==> src/rtl/prde_pkg.sv <==
// prde_pkg: shared types and codes for the pattern rectangle draw engine
// holds the port word structs, the internal command word and the register codes
// no dependencies
package prde_pkg;

	localparam int PIX_W = 24;
	localparam int PAT_W = 64;
	localparam int CFG_W = 64;
	localparam int COORD_W = 16;

	localparam logic [PIX_W-1:0] WHITE_PIX = 24'hFFFFFF;

	// request codes
	localparam logic [2:0] REQ_FRAME  = 3'd0;
	localparam logic [2:0] REQ_PAINT  = 3'd1;
	localparam logic [2:0] REQ_ERASE  = 3'd2;
	localparam logic [2:0] REQ_INVERT = 3'd3;
	localparam logic [2:0] REQ_FILL   = 3'd4;
	localparam logic [2:0] REQ_READ   = 3'd5;

	// configuration register indexes
	localparam logic [2:0] CFG_FORE  = 3'd0;
	localparam logic [2:0] CFG_BACK  = 3'd1;
	localparam logic [2:0] CFG_PEN   = 3'd2;
	localparam logic [2:0] CFG_ERASE = 3'd3;
	localparam logic [2:0] CFG_PORT  = 3'd4;

	typedef struct packed {
		logic [2:0]                 req_type;
		logic signed [COORD_W-1:0]  rect_top;
		logic signed [COORD_W-1:0]  rect_left;
		logic signed [COORD_W-1:0]  rect_bottom;
		logic signed [COORD_W-1:0]  rect_right;
		logic [PAT_W-1:0]           fill_pattern;
	} in_word_t;

	typedef struct packed {
		logic             status;
		logic [PIX_W-1:0] read_value;
	} out_word_t;

	typedef enum logic [1:0] {
		CMD_RESP,
		CMD_READ,
		CMD_DRAW
	} cmd_kind_t;

	typedef enum logic [1:0] {
		OP_FRAME,
		OP_PAT,
		OP_INV
	} draw_op_t;

	// classified command, coordinates already clipped and non-negative
	typedef struct packed {
		cmd_kind_t          kind;
		draw_op_t           op;
		logic               status;
		logic [COORD_W-1:0] top;
		logic [COORD_W-1:0] left;
		logic [COORD_W-1:0] bottom;
		logic [COORD_W-1:0] right;
		logic [PAT_W-1:0]   pattern;
	} cmd_t;

	typedef struct packed {
		logic clearing;
	} back_stat_t;

endpackage

==> src/rtl/prde_front.sv <==
// prde_front: accepts commands, clips rectangles and classifies them
// depends on prde_pkg; feeds the command queue
module prde_front #(
	parameter int FB_WIDTH  = 64,
	parameter int FB_HEIGHT = 64
) (
	input  prde_pkg::in_word_t          cmd,
	input  logic                        push,
	output logic                        full,
	input  logic                        port_en,
	input  logic [prde_pkg::PAT_W-1:0]  pen_pat,
	input  logic [prde_pkg::PAT_W-1:0]  erase_pat,
	input  prde_pkg::back_stat_t        back_stat,
	input  logic                        q_full,
	output logic                        q_push,
	output prde_pkg::cmd_t              q_data
);

	localparam logic signed [16:0] H_S = 17'(FB_HEIGHT);
	localparam logic signed [16:0] W_S = 17'(FB_WIDTH);

	logic signed [16:0] t_s, l_s, b_s, r_s;
	logic signed [16:0] top_c, left_c, bot_c, right_c;
	logic               rect_empty;
	logic               read_in;

	assign full   = q_full || back_stat.clearing;
	assign q_push = push && !full;

	always_comb begin
		t_s = {cmd.rect_top[15], cmd.rect_top};
		l_s = {cmd.rect_left[15], cmd.rect_left};
		b_s = {cmd.rect_bottom[15], cmd.rect_bottom};
		r_s = {cmd.rect_right[15], cmd.rect_right};

		top_c   = t_s[16] ? 17'sd0 : t_s;
		left_c  = l_s[16] ? 17'sd0 : l_s;
		bot_c   = (b_s > H_S) ? H_S : b_s;
		right_c = (r_s > W_S) ? W_S : r_s;

		rect_empty = (bot_c <= top_c) || (right_c <= left_c);
		read_in    = !t_s[16] && (t_s < H_S) && !l_s[16] && (l_s < W_S);

		q_data         = '0;
		q_data.kind    = prde_pkg::CMD_RESP;
		q_data.op      = prde_pkg::OP_PAT;
		q_data.pattern = cmd.fill_pattern;

		priority if (!port_en) begin
			q_data.status = 1'b1;
		end else if (cmd.req_type == prde_pkg::REQ_READ) begin
			if (read_in) begin
				q_data.kind = prde_pkg::CMD_READ;
				q_data.top  = t_s[15:0];
				q_data.left = l_s[15:0];
			end
		end else if (cmd.req_type > prde_pkg::REQ_READ) begin
			q_data.kind = prde_pkg::CMD_RESP;
		end else if (!rect_empty) begin
			q_data.kind   = prde_pkg::CMD_DRAW;
			q_data.top    = top_c[15:0];
			q_data.left   = left_c[15:0];
			q_data.bottom = bot_c[15:0];
			q_data.right  = right_c[15:0];
			unique case (cmd.req_type)
				prde_pkg::REQ_FRAME:  q_data.op = prde_pkg::OP_FRAME;
				prde_pkg::REQ_INVERT: q_data.op = prde_pkg::OP_INV;
				prde_pkg::REQ_PAINT:  q_data.pattern = pen_pat;
				prde_pkg::REQ_ERASE:  q_data.pattern = erase_pat;
				default:              q_data.op = prde_pkg::OP_PAT;
			endcase
		end
	end

endmodule

==> config.mk <==
export PLATFORM = sky130hd
export DESIGN_NAME = prde_front
export DESIGN_NICKNAME = d
export VERILOG_FILES = /design/src/rtl/prde_pkg.sv /design/src/rtl/prde_front.sv
export SDC_FILE = /design/constraint.sdc
export NUM_CORES = 1
export LEC_CHECK = 0
export BUFFER_PORTS_ARGS = -buffer_cell sky130_fd_sc_hd__buf_2
export CAP_MARGIN = 20
export CORE_AREA = 4 4 153 155
export DETAILED_ROUTE_END_ITERATION = 16
export DIE_AREA = 0 0 157 159
export SKIP_LAST_GASP = 1
export SLEW_MARGIN = 20
export SYNTH_ARGS = -nofsm -noshare
export SYNTH_HDL_FRONTEND = slang
export SYNTH_SLANG_ARGS = --single-unit
==> constraint.sdc <==
create_clock -name vclk -period 4.41
set_input_delay 0.2205 -clock vclk [all_inputs]
set_output_delay 0.2205 -clock vclk [all_outputs]
set_load 0.05 [all_outputs]
# Word level (Yosys, flattened, before mapping)
# Cells that the tools add are included.
[op_classes] magnitude_cmp=7 n_eq_ne=4 mux=20 reduce_logical=10
[ops] op="$mux 127" n=2
[ops] op="$mux 128" n=1
[ops] op="$pmux 64 s2" n=1
[ops] op="$mux 96" n=1
[ops] op="$mux 32" n=2
[ops] op="$le 17x16->1" n=2
[ops] op="$mux 17" n=2
[ops] op="$gt 16x8->1 const B" n=2
[ops] op="$lt 16x8->1 const B" n=2
[ops] op="$mux 15" n=2
[ops] op="$mux 2" n=4
[ops] op="$mux 4" n=2
[ops] op="$eq 3x2->1 const B" n=2
[ops] op="$logic_and 1x1->1" n=4
[ops] op="$pmux 2 s2" n=1
[ops] op="$eq 3x1->1 const B" n=1
[ops] op="$eq 3x3->1 const B" n=1
[ops] op="$gt 3x3->1 const B" n=1
[ops] op="$logic_not 1->1" n=3
[ops] op="$logic_not 3->1" n=1
[ops] op="$logic_or 1x1->1" n=2
[ops] op="$mux 1" n=2
[totals] reg_bits=0 input_bits=263 wordCells=41

# Longest topological paths before layout
# Gate-level depths: netlist of run 1.
[logic_depth] ltp_word=8 mapped_depth=14 mapped_depth_nobuf=11

# Worst setup path before layout of run 1
# Ideal clock, no wire load.
[synth_path] path_kind="input port to output port" startpoint="input cmd[80] in the netlist's numbering" endpoint="output q_data[65] in the netlist's numbering" arrival_ps=4227 path_slack_ps=-38 stages=13 cell_sequence="or4_1 -> o31ai_1 -> a31oi_1 -> clkbuf_1 -> nor2b_1 -> ha_1 -> nand4_1 -> nor2_1 -> a2111oi_2 -> and2_1 -> or4b_4 -> buf_6 -> nor3b_1"
[synth_rtl] item="from (decl)" line="prde_front.sv:7" text="input prde_pkg::in_word_t cmd,"
[synth_rtl] item="to (decl)" line="prde_front.sv:16" text="output prde_pkg::cmd_t q_data"

==> impl_metrics.toml, run 1 <==
[global_routing]
grt_pass1_vias = 4555
grt_pass1_wl_um = 25700
antenna_found_initial = 3
grt_overflow = 0
grt_max_degree = 67
grtUsageTotal_pct = 12.5

[outcome]
status = "complete, no violations"

[yosys]
synth_top_area_share_pct = 18.6
synth.mux.area_fraction_pct = 0
synth-simple-area-share_pct = 34.5
synth_compound_area_share_pct = 41.3
synth_top_family_by_area = "compound AO/OA/AOI/OAI gates"
synthTopCellsByCount = "a22oi_1, o2bb2ai_1, and2_1, ha_1, nand2b_1"
synth.distinct_cells = 46
synthAdderAreaFrac_pct = 12.5
yosys.area.top_type = "o2bb2ai_1"
yosys_warnings = 0
synth_xor_area_share_pct = 0.291
synth-seq-area-share_pct = 0
avgSynthCellArea_sq_um = 7.25
synth_area_leaders = "o2bb2ai_1, a22oi_1, ha_1, and2_1, nand2b_1"
syn_area_sq_um = 3010
synth_cells = 415

[worst_setup_path]
cp_max_fo = 64
end_kind = "output port"
critical_path_arrival_ns = 3.94
cp.required_ns = 4.19
timing_worst_setup_path_type = "primary input to output port"
worstSetupStartpointType = "primary input"
setup.worst_path.start = "cmd[64]"

[drt]
wl_per_cell_um = 16.7
drc = 0
viasPerCell = 4.49
ant_nets = 0
wirelength_um = 17500
dr.pass1.iters = 7
drt_iter0_markers = 320
vias = 4698

[clock_tree]
hold_buffers = 0
post_cts_resized = 0
cts_setup_buffers = 0

[placement]
numPortBuffers = 378
dp.cells = 1045
gp_congestion = 0.877
dp_hpwl_um = 14900
dp_slack_ns = 0.0633

[power_and_ir_drop]
finalPower_w = 0.000556
leakagePower_nw = 2.59
worst_ir_drop_vdd_uv = 76.6
power_density_nw_per_um2 = 107

[final_layout]
n_clock_buffer = 0
area_growth_pct = 73.4
multi_input_area_sq_um = 2770
nNetsFinal = 1060
stdcell_count = 1046
seq_area_sq_um = 0
design.seq.count = 0
final_layout_size_suffix_gt1_share_pct = 53.5
fillers = 2488
utilization_pct = 23.9

[floorplan]
rows = 54
die_x_um = 157
die-area_sq_um = 25000
initial_core_util_pct = 13.8
die_h_um = 159
io_pins = 398
core_sq_um = 21800

[worst_hold_path]
hold_path_class = "primary input to output port"
hold_start = "port_en"

[sta]
hold_viol = 0
fin_hold_ws_ns = 0.785
fmax_ghz = 0.241
slew_viol_final = 0
finalCritPeriodShare_pct = 94.3
worst_pin_slew_ns = 0.742
fin_crit_ns = 4.16
max-slew-margin-rel_pct = 50.6
rsz0062_at_grt = "yes"
setup_viol = 0
fin_ws_ns = 0.253

[job]
drv_cap = 0
worst max-delay path, cell delays in order:
cell,delay (ns)
buf_2,0.10
or4_1,0.52
o31ai_1,0.27
a31oi_1,0.16
buf_4,0.23
nor2b_1,0.14
ha_1,0.27
a21oi_1,0.18
o21ai_0,0.13
a2111oi_2,0.46
o211ai_1,0.19
nand4_1,0.18
buf_12,0.26
o2bb2ai_1,0.21
buf_2,0.32
where the power goes:
| part | switching (W) | total (W) | internal (W) |
|---|---|---|---|
| sequential | 0 | 0 | 0 |
| combinational | 0.000348 | 0.000556 | 0.000208 |
| clock | 0 | 0.0000000000303 | 0.0000000000303 |
area by class of cell:
type	instances	area share, %
antenna	1	0.0479
multi-input combinational	372	53.1
timing repair buffer	386	39.6
inverter	7	0.503
tap	280	6.71
routing by layer:
metal | global-route usage (%) | up-vias | part of all wire (%)
li1 | - | 2287 | -
met1 | 15.9 | 2158 | 40
met2 | 22.8 | 235 | 51
met3 | 2.07 | 14 | 8.7
met4 | 0.750 | 4 | 0.67
met5 | 0 | - | 0.15
final timing paths:
check	depth (start not counted)	slack [ns]	to
max	15	0.25	q_data[29]
min	3	0.78	q_data[128]
kinds of logic after synthesis:
logic type / after synthesis
simple gates: 163
fa+ha+maj: 30
other cells: 1
xor+xnor: 1
compound gates: 158
buf+inv: 62
cell usage in the layout, fill, tap and decap left out, drive strengths merged, types with 9 or more instances in the layout:
master   instances
a22oi           64
and2            35
buf            385
conb            20
ha              30
nand2           10
nand2b          30
nor2            21
nor2b           18
nor3b           12
nor4             9
o2bb2ai         64
through the flow:
stage | cell area [sq um] | TNS, ns
final | 5220 | 0
after global routing | 5220 | -0.0216
after CTS | 5200 | 0
after detailed placement | 5200 | 0
after global placement | 5200 | 0
after floorplan | 3090 | 0
Note: power is estimated with default switching activity, not from simulation.
==> inputs of run 2 (changes only) <==
--- a/config.mk
+++ b/config.mk
@@ -5,11 +5,12 @@
 export SDC_FILE = /design/constraint.sdc
 export NUM_CORES = 1
 export LEC_CHECK = 0
+export ABC_AREA = 1
 export BUFFER_PORTS_ARGS = -buffer_cell sky130_fd_sc_hd__buf_2
 export CAP_MARGIN = 20
-export CORE_AREA = 4 4 153 155
+export CORE_AREA = 4 4 154 156
 export DETAILED_ROUTE_END_ITERATION = 16
-export DIE_AREA = 0 0 157 159
+export DIE_AREA = 0 0 158 160
 export SKIP_LAST_GASP = 1
 export SLEW_MARGIN = 20
 export SYNTH_ARGS = -nofsm -noshare
==> impl_metrics.toml, run 2 <==
[outcome]
status = "complete, no violations"

[global_routing]
grt_pass1_wl_um = 30500
antenna_found_initial = 3
grt_pass1_vias = 5985
grt_overflow = 0
grt_max_degree = 66
grtUsageTotal_pct = 14.7

[clock_tree]
cts_setup_buffers = 0
post_cts_resized = 0
hold_buffers = 0

[worst_setup_path]
end_kind = "output port"
cp_num_buf_inv = 6
timing_worst_setup_path_type = "primary input to output port"
cp_top_family = "simple AND/OR/NAND/NOR gates"
critical_path_arrival_ns = 3.71
worstSetupStartpointType = "primary input"
crit_slowest_cell = "clkinvlp_4"
critical_path.max_stage_delay_ns = 0.29
critical-path-top-cell-by-count = "nand2_1"
cp.required_ns = 4.19
cp_max_fo = 41
path_cells = "buf_2 -> inv_1 -> nand4_1 -> o31ai_1 -> nand4_1 -> nand2_1 -> clkinvlp_4 -> nor2_1 -> ha_1 -> nand2_1 -> nor2_1 -> nand2_1 -> nand3b_1 -> nand3_1 -> nand3_2 -> nor2_4 -> nand2_4 -> clkinv_2 -> buf_12 -> nand2_1 -> nand2_1 -> buf_2"

[power_and_ir_drop]
power_switching_share_pct = 68.3
combPwrFrac_pct = 100.0
p_int_w = 0.000196
p_clk_share_pct = 0
power_density_nw_per_um2 = 104
p_sw_w = 0.000421
leakagePower_nw = 3.90
finalPower_w = 0.000616
worst_ir_drop_vdd_uv = 36.1
seqPwrFrac_pct = 0

[sta]
worst_pin_slew_ns = 0.955
setup_viol = 0
hold_viol = 0
max-slew-margin-rel_pct = 36.2
slew_viol_final = 0
finalCritPeriodShare_pct = 89.0
fmax_ghz = 0.255
fin_crit_ns = 3.93
fin_ws_ns = 0.483
rsz0062_at_grt = "no"
setup_tns_ns = 0

[yosys]
yosys_warnings = 0
yosysMostFrequentCell = "nand2_1"
synth_compound_area_share_pct = 14.2
synth_cells = 838
synth.mux.area_fraction_pct = 0
synth-simple-area-share_pct = 50.7
synth_xor_area_share_pct = 0
synthTopCellsByCount = "nand2_1, inv_1, nand3_1, o21ai_0, nor2_1"
synthAdderAreaFrac_pct = 9.61
synth_top_family_by_area = "simple AND/OR/NAND/NOR gates"
synth.distinct_cells = 27
syn_area_sq_um = 3900
yosys.area.top_type = "nand2_1"
synth_top_area_share_pct = 27.3
synth_area_leaders = "nand2_1, inv_1, nand3_1, ha_1, o21ai_0"
synth-seq-area-share_pct = 0
avgSynthCellArea_sq_um = 4.66

[placement]
dp_slack_ns = 0.345
gp_congestion = 0.962
post_dp_cell_area_sq_um = 5940
dp_hpwl_um = 17400
dp.cells = 1464
numPortBuffers = 378

[final_layout]
area_growth_pct = 52.3
nNetsFinal = 1474
n_clock_buffer = 0
final_layout_size_suffix_gt1_share_pct = 33.9
post-route-cell-area_sq_um = 5950
final_cell_mix = "buf_2, nand2_1, inv_1, nand3_1, o21ai_0"
design.seq.count = 0
stdcell_count = 1465
seq_area_sq_um = 0
mostFrequentLayoutCell = "buf_2"

[floorplan]
io_pins = 398
core_sq_um = 22400
die-area_sq_um = 25300
die_x_um = 158
initial_core_util_pct = 17.5
die_h_um = 160
rows = 55

[drt]
wl_per_cell_um = 14.1
drt_iter0_markers = 471
wirelength_um = 20700
viasPerCell = 4.28
dr.pass1.iters = 5
ant_nets = 0
drc = 0
vias = 6263

[job]
drv_cap = 0

[worst_hold_path]
hold_path_class = "primary input to output port"
[run 2: cell types whose count changed after synthesis, moves of 10 or more]
cell	delta
a21oi_1	+36
a22oi_1	-64
and2_1	-34
inv_1	+156
nand2_1	+275
nand2b_1	-30
nand3_1	+71
nand4_1	+12
nor2_1	+39
nor2b_1	-18
nor3_1	+10
o21ai_0	+57
o2bb2ai_1	-64
[run 2: path summary, 6_finish.rpt]
check	startpoint	endpoint	slack [ns]	depth (start not counted)
setup / recovery	cmd[69]	q_data[23]	0.48	22
hold / removal	push	q_push	0.81	4
[run 2: final cells by class]
cell class                      instances  area [sq um]
Tap cell                              285           357
Multi-Input combinational cell        627          3000
Fill cell                            2649         16400
Antenna cell                            1          2.50
Inverter                              166           628
Timing Repair Buffer                  386          1960
[run 2: power groups by stage]
stage / registers [W] / clock network, W / logic [W]
after floorplan: 0 / 0 / 0.000410
after detailed placement: 0 / 0 / 0.000615
after global placement: 0 / 0 / 0.000614
after CTS: 0 / 0 / 0.000618
after global routing: 0 / 0.0000000000304 / 0.000679
final: 0 / 0.0000000000304 / 0.000616
[run 2: logic make-up (layout without fill, tap and decap cells)]
| group | Yosys count | in the layout |
|---|---|---|
| compound gates | 109 | 109 |
| fa+ha+maj | 30 | 30 |
| other cells | 1 | 21 |
| simple gates | 468 | 468 |
| buf+inv | 230 | 552 |
[run 2: routing by layer]
| metal | share of wire [%] | GRT usage (%) | wire length, um | up-vias |
|---|---|---|---|---|
| met4 | 1.1 | 1.59 | 235 | 4 |
| met1 | 40 | 17.5 | 8340 | 2722 |
| met5 | 0.12 | 0 | 24 | - |
| met2 | 51 | 28.2 | 10500 | 273 |
| li1 | - | - | - | 3238 |
| met3 | 7.7 | 2.22 | 1600 | 26 |
[run 2: stage by stage]
stage / utilization, % / hold WS [ns]
floorplan: - / 0.632
global placement: 26.6 / 0.809
detailed placement: 26.6 / 0.807
CTS: 26.6 / 0.808
global route: 26.6 / 0.818
finish: 26.6 / 0.807
