`src/rtl/prde_fifo.sv`:
```
// prde_fifo: small register fifo for fixed-width words
// used for the command queue and the result queue; no package dependency
module prde_fifo #(
	parameter int WIDTH = 8,
	parameter int DEPTH = 2
) (
	input  logic             clk,
	input  logic             arst_n,
	input  logic             push,
	input  logic [WIDTH-1:0] wr_data,
	output logic             full,
	input  logic             pop,
	output logic [WIDTH-1:0] rd_data,
	output logic             empty
);

	localparam int PW = (DEPTH > 1) ? $clog2(DEPTH) : 1;
	localparam int CW = $clog2(DEPTH + 1);
	localparam logic [PW-1:0] LAST_PTR = PW'(DEPTH - 1);

	logic [WIDTH-1:0] slot_q [DEPTH];
	logic [PW-1:0]    wr_ptr_q;
	logic [PW-1:0]    rd_ptr_q;
	logic [CW-1:0]    count_q;
	logic             do_push;
	logic             do_pop;

	assign full    = (count_q == CW'(DEPTH));
	assign empty   = (count_q == '0);
	assign do_push = push && !full;
	assign do_pop  = pop && !empty;
	assign rd_data = slot_q[rd_ptr_q];

	always_ff @(posedge clk) begin
		if (do_push) begin
			slot_q[wr_ptr_q] <= wr_data;
		end
	end

	always_ff @(posedge clk or negedge arst_n) begin
		if (!arst_n) begin
			wr_ptr_q <= '0;
			rd_ptr_q <= '0;
			count_q  <= '0;
		end else begin
			if (do_push) begin
				wr_ptr_q <= (wr_ptr_q == LAST_PTR) ? '0 : wr_ptr_q + 1'b1;
			end
			if (do_pop) begin
				rd_ptr_q <= (rd_ptr_q == LAST_PTR) ? '0 : rd_ptr_q + 1'b1;
			end
			if (do_push && !do_pop) begin
				count_q <= count_q + 1'b1;
			end else if (do_pop && !do_push) begin
				count_q <= count_q - 1'b1;
			end
		end
	end

endmodule

```
`config.mk`:
```
export PLATFORM = sky130hd
export DESIGN_NAME = prde_fifo
export DESIGN_NICKNAME = d
export VERILOG_FILES = /design/src/rtl/prde_fifo.sv
export SDC_FILE = /design/constraint.sdc
export NUM_CORES = 1
export LEC_CHECK = 0
export BUFFER_PORTS_ARGS = -buffer_cell sky130_fd_sc_hd__clkbuf_2
export CAP_MARGIN = 10
export CORE_MARGIN = 2
export CORE_UTILIZATION = 48
export DETAILED_ROUTE_END_ITERATION = 8
export GPL_TIMING_DRIVEN = 0
export PLACE_DENSITY = 0.78
export SLEW_MARGIN = 5
export SYNTH_ARGS = -nofsm -noshare
export SYNTH_HDL_FRONTEND = slang
export SYNTH_SLANG_ARGS = --single-unit
```
`constraint.sdc`:
```
create_clock -name clk -period 1.7 [get_ports clk]
set_clock_uncertainty 0.15 [all_clocks]
set_input_delay 0.425 -clock clk [delete_from_list [all_inputs] [get_ports clk]]
set_output_delay 0.425 -clock clk [all_outputs]
set_load 0.1 [all_outputs]
```
# ---- Word-level counts from Yosys, hierarchy flattened
# Memory sizes are Yosys's and may differ from the RTL's.
# Index checks and enable logic that the tools add are counted.
dict set report op_classes {
  addsub 4
  n_eq_ne 1
  muxes 6
  n_reduce_logical 10
}
# cell n
set op_table {}
lappend op_table {{logical AND 1 bit} 4}
lappend op_table {{logical NOT 1 bit} 4}
lappend op_table {{2-to-1 mux 1 bit} 4}
lappend op_table {{2-to-1 mux 2 bit} 2}
lappend op_table {{adder 1 bit (second input constant)} 2}
lappend op_table {{adder 2 x 1 -> 2 bit (second input constant)} 1}
lappend op_table {{equality test 2 bit (second input constant)} 1}
lappend op_table {{logical NOT 2 bit} 1}
lappend op_table {{nonzero test 2 bit} 1}
lappend op_table {{subtractor 2 x 1 -> 2 bit (second input constant)} 1}
dict set report totals {
  reg_bits 4
  ramBits 16
  output_inout_bits 10
  word_cells 25
  n_memories 1
}
# memory depth width read_ports rd_ports_with_merged_regs write_ports line
set mem_list {}
lappend mem_list {slot_q 2 8 1 0 1 21} ;# logic [WIDTH-1:0] slot_q [DEPTH];

# ---- Logic depth before layout (Yosys ltp)
# Gate-level depths: netlist (run 1).
dict set report depth {
  word_depth 7
  ltp_mapped 7
}

# ---- Least setup slack after synthesis (run 1)
# No wires, ideal clock.
dict set report synth_path {
  path_type {register to output}
  from {register count_q[0]}
  to {output port empty}
  arrival_time_ns 1.673
  setup_slack_ns -0.548
  stages_incl_launch_ff 2
  path_cell_list {dfrtp_1 -> nor2_1}
}
dict set report synth_via {
  elab_chain_len 1
}
# element line
set synth_lines {}
lappend synth_lines {{start: declaration} 24} ;# logic [CW-1:0] count_q;
lappend synth_lines {{start signal: assignment} 53} ;# count_q <= count_q + 1'b1;
lappend synth_lines {{start signal: assignment} 55} ;# count_q <= count_q - 1'b1;
lappend synth_lines {{logical NOT 2 bit} 29} ;# assign empty = (count_q == '0);
lappend synth_lines {{end: declaration} 14} ;# output logic empty
# Every way passes these cells.

# ---- Worst setup path in the final report (run 1)
dict set report layout_path {
  from {register rd_ptr_q}
  to {output port rd_data[4]}
}
dict set report layout_via {
  elab_chain_len 1
}
# element line
set layout_lines {}
lappend layout_lines {{start: declaration} 23} ;# logic [PW-1:0] rd_ptr_q;
lappend layout_lines {{start signal: assignment} 50} ;# rd_ptr_q <= (rd_ptr_q == LAST_PTR) ? '0 : rd_ptr_q + 1'b1;
lappend layout_lines {{memory read (2 x 8 bit)} --}
lappend layout_lines {{end: declaration} 13} ;# output logic [WIDTH-1:0] rd_data,
# Every way passes these cells.

==> results.md, run 1 <==
- DP Worst Slack: -161 ps
- Drt via density: between 5 and 6
- Initial antenna violation count: 0
- ANT nets after route: 0
- Synth area leaders: edfxtp_1, dfrtp_1, mux2_1
- GRT Residual Overflow: 0
- First-pass GRT wire length: ~2100 µm
- Worst min path class: input pin to flop
- Sequential share of the synthesized area: 74.2%
- Most frequent cell after synthesis: edfxtp_1
- Setup ws final: -267 ps
- Nets: between 80 and 90
- Core area: 1520 µm²
- Async SR Flop Fraction: ~20%
- Final HPWL DP: 814 µm
- Post-route DRC: 0
- All-layer global routing usage: between 10% and 20%
- R2R depth: 6
- TritonRoute pass-1 iters: 4
- Synth cell count leaders: edfxtp_1, mux2_1, dfrtp_1, nor2_1
- Routed vias: 473
- Worst endpoint required time: between 1000 and 1500 ps
- IO buf count: 21
- Layout area overhead: 59.0%
- Root buf cell: clkbuf_4
- R2r startpoint: count_q[1]$_DFFE_PN0P_
- Mapped cell area: roughly 780 µm²
- Setup CP Type: flop to primary output
- Inserted Diodes: 0
- RSZ-0062 raised after global routing: true
- WL per Instance: roughly 17 µm
- Critical Path Start Type: flop
- Initial core utilization: around half
- Placement-stage cell area: 913 µm²
- Hold Crit Start: wr_data[2]
- Max Cap Viol: 0
- Setup TNS: -2080 ps
- Failing checks: negative setup slack
- Final setup viols: 9
- Setup crit end kind: primary output
- Placement Rows: 14
- Hold path endpoint: slot_q[1][2]$_DFFE_PP_
- Hold-critical path depth: 1
- CTS sink count: 20
- Flop-to-flop setup slack: ~100 ps
- Cells after Synth: 44
- Routability cong.: roughly 0.73
- Post-synth top flop: edfxtp_1
- Die footprint: just under 2000 µm²
- Largest net degree at the start of global routing: 12
- Cell accounting for the most synthesized area: edfxtp_1
- Post-synth EDFFs: 16
- Netlist cell types: 15
- Clock Latency Late Sink: 290 ps
- Drt total wl: between 1500 and 2000 µm
- Slew Viols, Final: 0
- CTS tree: built
- Mean Syn Cell Area: around 18 µm²
- Warnings from Yosys: 0
- IO Count: 22
- CTS buffer count: 3
- Tmin final: between 1500 and 2000 ps
- Final Hold Vio Count: 0
- Clock Pin Slew Worst Setup and Hold Paths: 110 ps
- Rel. slew slack: between 70% and 80%
- Reg2reg end: count_q[1]$_DFFE_PN0P_
- Synth Register Bits: 20
- Die Ht: between 40 and 50 µm
- Crit path max fanout: 5
- Crit path DAT: 1390 ps
- Die width: roughly 44 µm
- Clock Tree Buf Depth: 2
- Vias in the first global route: 500
- Mapped Nets: between 50 and 60
- Status: complete, but fails checks
- Share of the synthesized area in the top cell type: about three fifths
- H-tree depth: 1
- Worst slew pin tran: between 400 and 500 ps
- Share of layout cells above drive strength 1: between 60% and 70%
- Final period util: 116%
- Post-route design area: 1240 µm²
- DR iter-0 viols: 10
- Fmax: between 500 and 600 MHz
## registers in the layout, indices dropped and copies added (netlist names)
signal    cells
count_q       2
wr_ptr_q      1
slot_q       16
rd_ptr_q      1
## stage by stage
step	hold slack (ps)	instances	util (%)
global placement	80.8	81	59.9
detailed placement	82.9	81	59.9
CTS	158	88	77.8
global route	150	90	81.6
finish	166	90	81.6
floorplan	-20.6	44	-
## routing by layer
layer / global-route usage, % / vias up / routed length, µm
met5: 0 / - / 0
met4: 7.27 / 0 / 19
met3: 4.08 / 2 / 42
met2: 27.9 / 21 / 816
met1: 17.9 / 232 / 691
li1: - / 218 / -
## area by class of cell
| class | count | area (µm²) |
|---|---|---|
| Sequential cell | 20 | 583 |
| Timing Repair Buffer | 26 | 349 |
| Fill cell | 77 | 280 |
| Multi-Input combinational cell | 21 | 243 |
| Clock buffer | 3 | 22.5 |
| Tap cell | 16 | 20.0 |
| Buffer | 1 | 11.3 |
| Inverter | 2 | 11.3 |
| Clock inverter | 1 | 3.75 |
## cells in the final DEF, fill, tap and decap left out
| cell | Yosys | routed |
|---|---|---|
| buf_6 | 0 | 2 |
| clkbuf_4 | 0 | 3 |
| clkbuf_16 | 0 | 10 |
| nand2_2 | 1 | 1 |
| mux2_4 | 0 | 8 |
| buf_4 | 0 | 3 |
| dfrtp_2 | 0 | 2 |
| xor2_1 | 2 | 2 |
| dfrtp_1 | 4 | 2 |
| clkinvlp_4 | 0 | 1 |
| inv_1 | 2 | 1 |
| nand2b_4 | 0 | 1 |
| xnor2_1 | 2 | 2 |
| clkbuf_2 | 0 | 11 |
| nor2_2 | 0 | 2 |
| ha_1 | 1 | 1 |
| xnor2_2 | 1 | 1 |
| clkinv_1 | 0 | 1 |
| o21ai_2 | 0 | 1 |
| dlygate4sd3_1 | 0 | 1 |
| edfxtp_1 | 16 | 16 |
| nor2_4 | 0 | 1 |
| and3_1 | 1 | 1 |
## worst max-delay path by stage
stage	startpoint	to	depth (start not counted)	slack, ps
after CTS	rd_ptr_q$_DFFE_PN0P_	rd_data[1]	3	-250
after global routing	rd_ptr_q$_DFFE_PN0P_	rd_data[4]	3	-300
final	rd_ptr_q$_DFFE_PN0P_	rd_data[4]	3	-270
after detailed placement	rd_ptr_q$_DFFE_PN0P_	rd_data[7]	3	-160
after floorplan	count_q[1]$_DFFE_PN0P_	empty	1	-90
after global placement	rd_ptr_q$_DFFE_PN0P_	rd_data[1]	3	-140
## kinds of logic after synthesis
kind of cell	synth area share, %
xor gates and xnor gates	6.56
and+or+nand+nor	3.84
adders and majority gates	1.60
DFF	74.2
muxes	11.5
buffers and inverters	1.60
AOI/OAI and AO/OA	0.639
## timing repair
item,4_1_cts,5_1_grt
buffers inserted,2,1
resized for setup,37,13
gates cloned,0,1
endpoints found under the hold margin,4,0
pin swaps,0,0
endpoints found under the setup margin,18,19
hold buffers,1,0
## critical path: stages (launching register included)
cell and delay (ps):
dfrtp_1 430, buf_6 160, mux2_4 310, clkbuf_16 200
Power of run 1 is not shown: default switching activity piles up to over one toggle a cycle in this logic, so the estimate is an artifact.
==> inputs of run 2 (changes only) <==
--- a/config.mk
+++ b/config.mk
@@ -7,11 +7,12 @@
 export LEC_CHECK = 0
 export BUFFER_PORTS_ARGS = -buffer_cell sky130_fd_sc_hd__clkbuf_2
 export CAP_MARGIN = 10
-export CORE_MARGIN = 2
-export CORE_UTILIZATION = 48
+export CORE_MARGIN = 4
+export CORE_UTILIZATION = 52
+export CTS_CLUSTER_DIAMETER = 50
 export DETAILED_ROUTE_END_ITERATION = 8
 export GPL_TIMING_DRIVEN = 0
-export PLACE_DENSITY = 0.78
+export PLACE_DENSITY = 0.84
 export SLEW_MARGIN = 5
 export SYNTH_ARGS = -nofsm -noshare
 export SYNTH_HDL_FRONTEND = slang
==> constraint.sdc (replaced) <==
create_clock -name clk -period 2.5 [get_ports clk]
set_clock_uncertainty 0.15 [all_clocks]
set_input_delay 0.625 -clock clk [delete_from_list [all_inputs] [get_ports clk]]
set_output_delay 0.625 -clock clk [all_outputs]
set_load 0.1 [all_outputs]
==> run 2 against run 1 <==
Net effect: the flow now finishes without violations; die area increased by 11%; worst setup slack better by 390 ps; critical path depth unchanged; cell count fell by 5.6%; non-clock buffer count decreased by 4.
==> results.md, run 2 (synthesis gave the netlist of run 1 again) <==
- Status: finished clean
- Worst endpoint required time: 1730 ps (+610 ps)
- Routed vias: 441 (-6.8%)
- CTS tree: built
- Slew Viols, Final: 0 (unchanged)
- Hold-critical path depth: 1 (unchanged)
- Most common cell after layout, fill and taps aside: clkbuf_2
- Placement-stage cell area: 906 µm² (-0.82%)
- RSZ-0062 raised after global routing: false
- TritonRoute pass-1 iters: 4 (unchanged)
- Initial antenna violation count: 0 (unchanged)
- All-layer global routing usage: 14.3% (-1.5 points)
- Final Hold Vio Count: 0 (unchanged)
- Flop-to-flop setup slack: 730 ps (+630 ps)
- Final setup viols: 0 (-9)
- Clock Latency Late Sink: 290 ps (about the same)
- Biggest registers after layout: slot_q (16), count_q (2)
- Clock Tree Buf Depth: 2 (unchanged)
- Placement Rows: 13 (-1)
- Hold slack final: 367 ps (+201 ps)
- First-pass GRT wire length: 2020 µm (-5.5%)
- Tmin final: approximately 2400 ps
- Multi-input gate area: 189 µm² (-22%)
- CTS buffer count: 3 (unchanged)
- ANT nets after route: 0 (unchanged)
- GRT Residual Overflow: 0 (unchanged)
- Largest Register: slot_q
- Hold Crit Start: wr_data[0]
- Crit path DAT: 1600 ps (+210 ps)
- Fmax: between 400 and 500 MHz
- Most frequent cells in the layout: clkbuf_2, edfxtp_1, mux2_1
- IO buf count: 21 (unchanged)
- Vias in the first global route: 456 (-8.8%)
- # resized after CTS: 0 (-100%)
- Die Ht: 46.8 µm (+5.5%)
- IO Count: 22 (unchanged)
- Hold path endpoint: slot_q[0][0]$_DFFE_PP_
- Drt via density: 5.19 (-1.3%)
- DR iter-0 viols: 5 (-5)
- Max Cap Viol: 0 (unchanged)
- Rel. slew slack: 55.6% (-16 points)
- Post-route design area: 952 µm² (-23%)
- Die footprint: 2190 µm² (+11%)
- DP Worst Slack: 442 ps (+603 ps)
- R2R depth: 3 (-3)
- Crit path largest cell delay: 380 ps (-50 ps)
- Worst-path cell chain: buf_2 > mux2_1 > clkbuf_2
- Reg2reg end: slot_q[0][5]$_DFFE_PP_
- Reg area: 581 µm² (-0.43%)
- Root buf cell: clkbuf_4
- Final period util: between 90% and 100%
- Clock Pin Slew Worst Setup and Hold Paths: 100 ps (about the same)
- CTS sink count: 20 (unchanged)
- Setup crit end kind: primary output
- Share of layout cells above drive strength 1: 42.9% (-21 points)
- H-tree depth: 1 (unchanged)
- WL per Instance: 15.6 µm (-11%)
- Largest register FFs: 16 (unchanged)
- Nets: 84 (-4.5%)
- Routability cong.: 0.739 (+0.68%)
- Worst min path class: input pin to flop
- Setup ws final: 125 ps (+392 ps)
- Drt total wl: 1320 µm (-16%)
- CP max-delay cell: clkbuf_2
- Setup CP Type: flop to primary output
- Crit path max fanout: 9 (+4)
- Final HPWL DP: 1040 µm (+28%)
- Setup TNS: 0 ps (+2080 ps)
- Inserted Diodes: 0 (unchanged)
- R2r startpoint: count_q[0]$_DFFE_PN0P_
- Largest net degree at the start of global routing: 12 (unchanged)
- Fillers: 95 (+23%)
- Core area: 1370 µm² (-10%)
- Initial core utilization: 57.2% (+5.9 points)
- Layout area overhead: 21.8%
- Post-route DRC: 0 (unchanged)
- Die width: 46.8 µm (+5.5%)
- Worst slew pin tran: 663 ps (+235 ps)
- Critical Path Start Type: flop
==> run 2: changes by cell type in the layout (fill, tap and decap cells not counted), sizes merged <==
cell / before / now
clkbuf: 24 / 25
inv: 1 / 2
buf: 5 / 1
clkinv: 1 / 0
clkinvlp: 1 / 0
==> run 2: how the worst max path moves through the flow <==
stage	to	cells past startpoint	slack (ps)	startpoint
after floorplan	empty	1	50	count_q[0]$_DFFE_PN0P_
final	rd_data[5]	3	120	rd_ptr_q$_DFFE_PN0P_
after detailed placement	rd_data[5]	3	440	rd_ptr_q$_DFFE_PN0P_
after global routing	rd_data[5]	3	50	rd_ptr_q$_DFFE_PN0P_
after CTS	rd_data[5]	3	100	rd_ptr_q$_DFFE_PN0P_
after global placement	rd_data[3]	3	470	rd_ptr_q$_DFFE_PN0P_
==> run 2: through the flow <==
step,cells,util (%)
floorplan,44,-
global placement,80,66.3
detailed placement,80,66.3
CTS,85,69.7
global route,85,69.7
finish,85,69.7
==> run 2: final cells by class <==
cell class,count,area share [%]
Buffer,1,0.526
Inverter,2,0.788
Timing Repair Buffer,22,12.1
Tap cell,15,1.97
Sequential cell,20,61.0
Clock buffer,4,3.81
Multi-Input combinational cell,21,19.8
==> run 2: critical path: cells and delay by family, from the launching register on <==
family   cells  cell delay [ps]
buf+inv      2              610
flops        1              330
mux          1              370
==> run 2: metal layers <==
layer	wire length [µm]	part of all wire (%)	track usage [%]	vias up
li1	-	-	-	214
met2	754	57	27.6	13
met4	44	3.3	8.29	0
met3	72	5.4	2.30	5
met5	0	0	0	-
met1	451	34	14.0	209
==> run 2: timing repair <==
action | 4_1_cts | 5_1_grt
endpoints found under the hold margin | 4 | 0
hold buffers | 1 | 0
setup buffers | 0 | 0
Power of run 2 is left out for the same reason.
==> inputs of run 3 (changes only) <==
--- a/config.mk
+++ b/config.mk
@@ -8,11 +8,12 @@
 export BUFFER_PORTS_ARGS = -buffer_cell sky130_fd_sc_hd__clkbuf_2
 export CAP_MARGIN = 10
 export CORE_MARGIN = 4
-export CORE_UTILIZATION = 52
+export CORE_UTILIZATION = 55
+export CTS_BUF_LIST = sky130_fd_sc_hd__clkbuf_8
 export CTS_CLUSTER_DIAMETER = 50
 export DETAILED_ROUTE_END_ITERATION = 8
 export GPL_TIMING_DRIVEN = 0
-export PLACE_DENSITY = 0.84
+export PLACE_DENSITY = 0.88
 export SLEW_MARGIN = 5
 export SYNTH_ARGS = -nofsm -noshare
 export SYNTH_HDL_FRONTEND = slang
==> run 3 against run 2 <==
Net effect: register-to-register slack better by 40 ps; die area down 4.5%; maximum frequency up 1.4%; non-clock buffer count down 1; final area down 0.13%; critical path type unchanged; largest cell class unchanged.
==> results.md, run 3 (synthesis gave the netlist of run 1 again) <==
- Multi-input gate area: 189 µm² (unchanged)
- WL per Instance: 13.2 µm (-15%)
- Max Cap Viol: 0 (unchanged)
- Most common cell after layout, fill and taps aside: clkbuf_2
- Root buf cell: clkbuf_8
- Reg2reg end: slot_q[0][1]$_DFFE_PP_
- First-pass GRT wire length: 1740 µm (-14%)
- Critical path buffers and inverters: 2 (unchanged)
- Critical path depth: 3 (unchanged)
- RSZ-0062 raised after global routing: false
- ANT nets after route: 0 (unchanged)
- Placement Rows: 13 (unchanged)
- Flop-to-flop setup slack: 770 ps (+40 ps)
- Routability cong.: 0.598 (-19%)
- Status: finished clean
- IO Count: 22 (unchanged)
- Setup TNS: 0 ps (unchanged)
- # hold bufs at CTS: 0 (-1)
- Vias in the first global route: 442 (-3.1%)
- Crit path DAT: 1570 ps (-30 ps)
- Clock Pin Slew Worst Setup and Hold Paths: 60 ps (-40 ps)
- Initial core utilization: 59.4% (+2.1 points)
- Die footprint: 2090 µm² (-4.5%)
- Share of layout cells above drive strength 1: 42.0% (-0.83 points)
- Inserted Diodes: 0 (unchanged)
- Worst endpoint required time: 1730 ps (about the same)
- Largest register FFs: 16 (unchanged)
- Worst slew pin tran: 649 ps (-14.5 ps)
- CTS buffer count: 3 (unchanged)
- Routed vias: 426 (-3.4%)
- Most frequent cells in the layout: clkbuf_2, edfxtp_1, mux2_1
- Layout area overhead: 21.6%
- CTS sink count: 20 (unchanged)
- Final HPWL DP: 849 µm (-18%)
- Crit path largest cell delay: 380 ps (about the same)
- Rel. slew slack: 56.6% (+0.97 points)
- CTS tree: built
- Largest net degree at the start of global routing: 12 (unchanged)
- Initial antenna violation count: 0 (unchanged)
- Setup crit end kind: primary output
- Crit path max fanout: 9 (unchanged)
- Biggest registers after layout: slot_q (16), count_q (2)
- Reg area: 581 µm² (unchanged)
- DR iter-0 viols: 5 (unchanged)
- Clock Tree Buf Depth: 2 (unchanged)
- Clock Latency Late Sink: 250 ps (-40 ps)
- Post-CTS Setup Bufs: 0 (unchanged)
- Drt total wl: 1110 µm (-16%)
- Nets: 83 (-1.2%)
- H-tree depth: 1 (unchanged)
- Post-route DRC: 0 (unchanged)
- IO buf count: 21 (unchanged)
- TritonRoute pass-1 iters: 4 (unchanged)
- Final setup viols: 0 (unchanged)
- Fmax: 427 MHz (+1.4%)
- Critical Path Start Type: flop
- Largest Register: slot_q
- Worst-path cell chain: buf_2 > mux2_2 > clkbuf_2
- Setup CP Type: flop to primary output
- Final Hold Vio Count: 0 (unchanged)
- GRT Residual Overflow: 0 (unchanged)
- # resized after CTS: 0 (unchanged)
- R2R depth: 3 (unchanged)
- Core area: 1320 µm² (-3.6%)
- Drt via density: 5.07 (-2.3%)
- CP startpoint: rd_ptr_q$_DFFE_PN0P_
- Die width: 45.7 µm (-2.3%)
- Final period util: 93.7% (-1.3 points)
- Crit-path leading delay family: buffers and inverters
- Slew Viols, Final: 0 (unchanged)
- Worst min path class: input pin to async pin
- Placed Cells: 80 (unchanged)
- Final cell count without fillers: 84 (-1.2%)
- Tmin final: 2340 ps (-31.8 ps)
- All-layer global routing usage: 12.8% (-1.6 points)
- Fillers: 91 (-4.2%)
- Crit path to: rd_data[2]
- CP max-delay cell: mux2_2
- Die Ht: 45.7 µm (-2.3%)
- R2r startpoint: count_q[0]$_DFFE_PN0P_
[run 3: changes by cell type in the layout (fill, tap and decap cells not counted), sizes merged]
cell         before  now
dlygate4sd3       1    0
clkbuf           25   24
inv               2    3
[run 3: cell type report]
cell class                 count  area share, %
sequential                    20           61.1
multi-input combinational     21           19.9
timing repair buffer          21           11.1
clock buffer                   3           4.34
tap                           15           1.97
inverter                       2          0.789
buffer                         1          0.526
clock inverter                 1          0.395
[run 3: worst min path at each step]
stage | start | end | slack (ps)
detailed placement | arst_n | wr_ptr_q$_DFFE_PN0N_ | 290
finish | arst_n | wr_ptr_q$_DFFE_PN0N_ | 20
global route | arst_n | wr_ptr_q$_DFFE_PN0N_ | 20
CTS | arst_n | count_q[0]$_DFFE_PN0P_ | 20
global placement | arst_n | count_q[0]$_DFFE_PN0P_ | 280
floorplan | arst_n | count_q[0]$_DFFE_PN0P_ | 180
[run 3: through the flow]
| stage | worst slack [ps] | cell area, µm² | hold WS, ps | util [%] |
|---|---|---|---|---|
| after detailed placement | 431 | 906 | 287 | 68.8 |
| after floorplan | 51.9 | 782 | 179 | - |
| after global routing | 108 | 951 | 20.8 | 72.2 |
| after CTS | 131 | 951 | 19.4 | 72.2 |
| final | 156 | 951 | 21.4 | 72.2 |
| after global placement | 474 | 906 | 285 | 68.8 |
[run 3: per-layer routing]
| layer | track usage [%] | wire (µm) | part of all wire [%] |
|---|---|---|---|
| met5 | 0 | 0 | 0 |
| met2 | 25.1 | 658 | 60 |
| met1 | 10.9 | 365 | 33 |
| met4 | 6.82 | 0 | 0 |
| met3 | 3.95 | 82 | 7.4 |
Power of run 3 is left out for the same reason.
